`src/sv/rsas_ram.sv`:
```
// Generic simple dual-port RAM, one write and one registered read port.
module rsas_ram #(
    parameter int WIDTH = 8,
    parameter int DEPTH = 16
) (
    input  logic                     i_clk,
    input  logic                     i_we,
    input  logic [$clog2(DEPTH)-1:0] i_waddr,
    input  logic [WIDTH-1:0]         i_wdata,
    input  logic                     i_re,
    input  logic [$clog2(DEPTH)-1:0] i_raddr,
    output logic [WIDTH-1:0]         o_rdata
);

    logic [WIDTH-1:0] r_mem [DEPTH];
    logic [WIDTH-1:0] r_rdata;

    always_ff @(posedge i_clk) begin
        if (i_we) begin
            r_mem[i_waddr] <= i_wdata;
        end
        if (i_re) begin
            r_rdata <= r_mem[i_raddr];
        end
    end

    assign o_rdata = r_rdata;

endmodule

```
`config.mk`:
```
export PLATFORM = sky130hd
export DESIGN_NAME = rsas_ram
export DESIGN_NICKNAME = d
export VERILOG_FILES = /design/src/sv/rsas_ram.sv
export SDC_FILE = /design/constraint.sdc
export NUM_CORES = 1
export LEC_CHECK = 0
export ABC_CLOCK_PERIOD_IN_PS = 1600
export BUFFER_PORTS_ARGS = -buffer_cell sky130_fd_sc_hd__clkbuf_2
export CAP_MARGIN = 20
export CELL_PAD_IN_SITES_DETAIL_PLACEMENT = 1
export CELL_PAD_IN_SITES_GLOBAL_PLACEMENT = 1
export CORE_ASPECT_RATIO = 0.8
export CORE_MARGIN = 1
export CORE_UTILIZATION = 45
export CTS_BUF_LIST = sky130_fd_sc_hd__clkbuf_8 sky130_fd_sc_hd__clkbuf_16
export DETAILED_ROUTE_END_ITERATION = 7
export MAX_ROUTING_LAYER = met4
export PLACE_DENSITY_LB_ADDON = 0.1
export SLEW_MARGIN = 40
export SYNTH_ARGS = -nofsm -noshare
export SYNTH_HDL_FRONTEND = slang
export SYNTH_SLANG_ARGS = --single-unit
```
`constraint.sdc`:
```
create_clock -name i_clk -period 1.6 [get_ports i_clk]
set_clock_uncertainty 0.05 [all_clocks]
set_input_delay 0.08 -clock i_clk [delete_from_list [all_inputs] [get_ports i_clk]]
set_output_delay 0.08 -clock i_clk [all_outputs]
set_load 0.01 [all_outputs]
```
==> reports/results.tsv <==
metric	value	unit
synth warn	0	
Post-Syn Nets	248	
met2 wire length	4.97	mm
Worst-Skew Late Latency	410	ps
DRC	0	
largest family of logic cells by synthesized area	multiplexers	
max_slew headroom	0.564	
CP max-delay cell	mux4_2	
count leader, synth	edfxtp_1	
Least-Margin Pin Slew	651	ps
via/cell ratio	5.54	
simple-gate area share of the yosys netlist	0.0314	
#FFs+latches synth	136	
antenna violations before repair	0	
Layout area overhead	20.0	%
Total Power	8260	uW
Crit path required time	1700	ps
RR Endpoint	o_rdata[7]	
P per Cell Area	1320	nW/um^2
VDD IR max	1.37	mV
max incr delay on CP	470	ps
P_int	6600	uW
number of port buffers	26	
synthesized cell area	5230	um^2
CTS max path bufs	2	
Inserted Diodes	0	
post-DP HPWL	6.95	mm
max layer used	met4	
Post-synth EDFFs	136	
Reg-to-Reg Start	r_mem[3][7]	
worst min path class	primary input to flop	
nets@finish	306	
WL final	10.4	mm
R2R Setup Slk	30	ps
Vias	2458	
die width	123	um
clk sinks	136	
crit path from	r_mem[3][7]	
Final Max Slew Viols	0	
Max Clk Rate	639	MHz
metal3 WL	454	um
post-synthesis mux area share	0.148	
Hold Fails Final Rpt	0	
H-Tree Level Count	4	
Worst R2R Path Depth	3	
Yosys top cell by area	edfxtp_1	
first-pass GRT wire length	16.1	mm
CTS tree	built	
cell family with most CP delay	multiplexers	
clock period minus worst slack	1570	ps
sw frac	0.201	
clock-pin slew on the worst setup and hold paths	60	ps
DRT Pass-1 Iters	4	
Final TNS setup	0	ps
end point of the critical path	o_rdata[7]	
CP Class	flop to flop	
post-synthesis cell count	229	
critical path, cell by cell	mux4_2 -> a22oi_1 -> nand2_1	
post-synth cell types	18	
Root Driver	clkbuf_16	
ranking of synthesized cells by area	edfxtp_1 78%, mux4_2 7.8%, mux4_1 7.0%	
crit path launch type	flop	
P_leak	0.00213	uW
Tcrit/Tclk final	0.979	
outcome	complete, no violations	
Logic pwr share	0.048	
ys async rst share	0	
Core Rows	34	
Commonest cells post-synth	136 x edfxtp_1, 18 x mux4_2, 16 x a22oi_1, 14 x mux4_1, 13 x nor2_1	
CP arrival	1670	ps
ANT nets after route	0	
adder-cell share of the synthesized area	0	
Worst Path Buf+Inv	0	
met1 wire length	4.87	mm
P_sw	1660	uW
core area	11100	um^2
Final setup viols	0	
largest net degree at the start of global routing	25	
sequential fraction of the synthesis area	0.781	
Synth Area in XOR/XNOR	0	
WL per Instance	23.5	um
Synth Flop Type	edfxtp_1	
final non-filler cell area	6270	um^2
Seq pwr share	0.488	
Crit path depth	3	
I/O pins	27	
clock power share	0.464	
vias in the first global route	2633	
post-synthesis compound-gate area fraction	0.0230	
Initial Utilization	0.471	
share of the synthesized area in the top cell type	0.781	
mean post-synth cell area	22.8	um^2
layout cells sized above 1	0.333	
max cap viols	0	
grt ovf	0	
gp weighted congestion	0.750	
die span in y	98.4	um
RSZ-0062 raised after global routing	no	
Inserted Clock Buffers	17	
total track usage	0.204	
full die area	12100	um^2
CP endpoint kind	flop	
dpl cell area	5660	um^2
CP Max Fanout	1	
Iter 0 DRT Violations	151	
[power by group through the flow]
stage               Sequential, uW  Combinational [uW]  Clock, uW
floorplan                     4110                 203          0
global placement              4110                 382          0
detailed placement            4110                 393          0
CTS                           4040                 399       3890
global route                  4040                 431       4040
finish                        4040                 396       3830
[worst min path at each step]
stage                     startpoint            to  slack [ps]  cells past startpoint
after CTS                       i_re    o_rdata[1]         0.6                      1
after global placement          i_re    o_rdata[3]         410                      1
after floorplan           i_wdata[0]   r_mem[0][0]         130                      0
after global routing      i_wdata[3]  r_mem[12][3]          60                      1
final                     i_wdata[4]   r_mem[7][4]          30                      1
after detailed placement        i_re    o_rdata[1]         440                      1
[timing repair]
item,CTS,global route
cloned,0,0
endpoints found under the hold margin,0,3
resized for setup,1,2
setup endpoints to repair,1,2
hold buffers,0,1
pin swaps,0,0
buffers inserted,0,0
[area by class of cell]
cell class	count	area, um^2
clock buffers	17	425
clock inverters	15	163
fillers	948	4830
multi-input cells	83	1080
flip-flops and latches	136	4080
well taps	144	180
repair buffers	49	343
[cells in the final DEF (no fill, tap or decap), drive strengths merged]
| master | count |
|---|---|
| a22oi | 16 |
| and2 | 1 |
| and2b | 1 |
| buf | 22 |
| bufinv | 3 |
| clkbuf | 43 |
| clkinv | 5 |
| clkinvlp | 5 |
| dlygate4sd3 | 1 |
| edfxtp | 136 |
| inv | 2 |
| mux4 | 32 |
| nand2 | 9 |
| nand2b | 2 |
| nand3 | 1 |
| nand3b | 2 |
| nor2 | 13 |
| nor2b | 1 |
| nor3 | 4 |
| or3b | 1 |
[cells by family (layout without fill, tap and decap cells)]
logic type	after synthesis	count (layout)
AOI/OAI and AO/OA	16	16
muxes	32	32
DFF	136	136
and+or+nand+nor	35	35
buffers and inverters	10	81
[stage by stage]
stage	instances	worst slack, ps	hold WS (ps)	utilization
after CTS	443	28.3	0.611	0.563
after detailed placement	411	-111	441	0.510
after global routing	444	2.74	57.4	0.565
after floorplan	229	188	129	-
final	444	33.8	31.1	0.565
after global placement	411	-115	413	0.510
[per-layer routing]
| metal | vias to the layer above | GRT usage |
|---|---|---|
| li1 | 1097 | - |
| met1 | 1295 | 0.277 |
| met2 | 55 | 0.289 |
| met3 | 11 | 0.0654 |
| met4 | 0 | 0.0704 |
| met5 | - | - |
[registers in the layout (all words and copies together) (netlist names)]
| signal | flops |
|---|---|
| r_mem | 128 |
| o_rdata | 8 |
(Power assumes the default switching activity.)
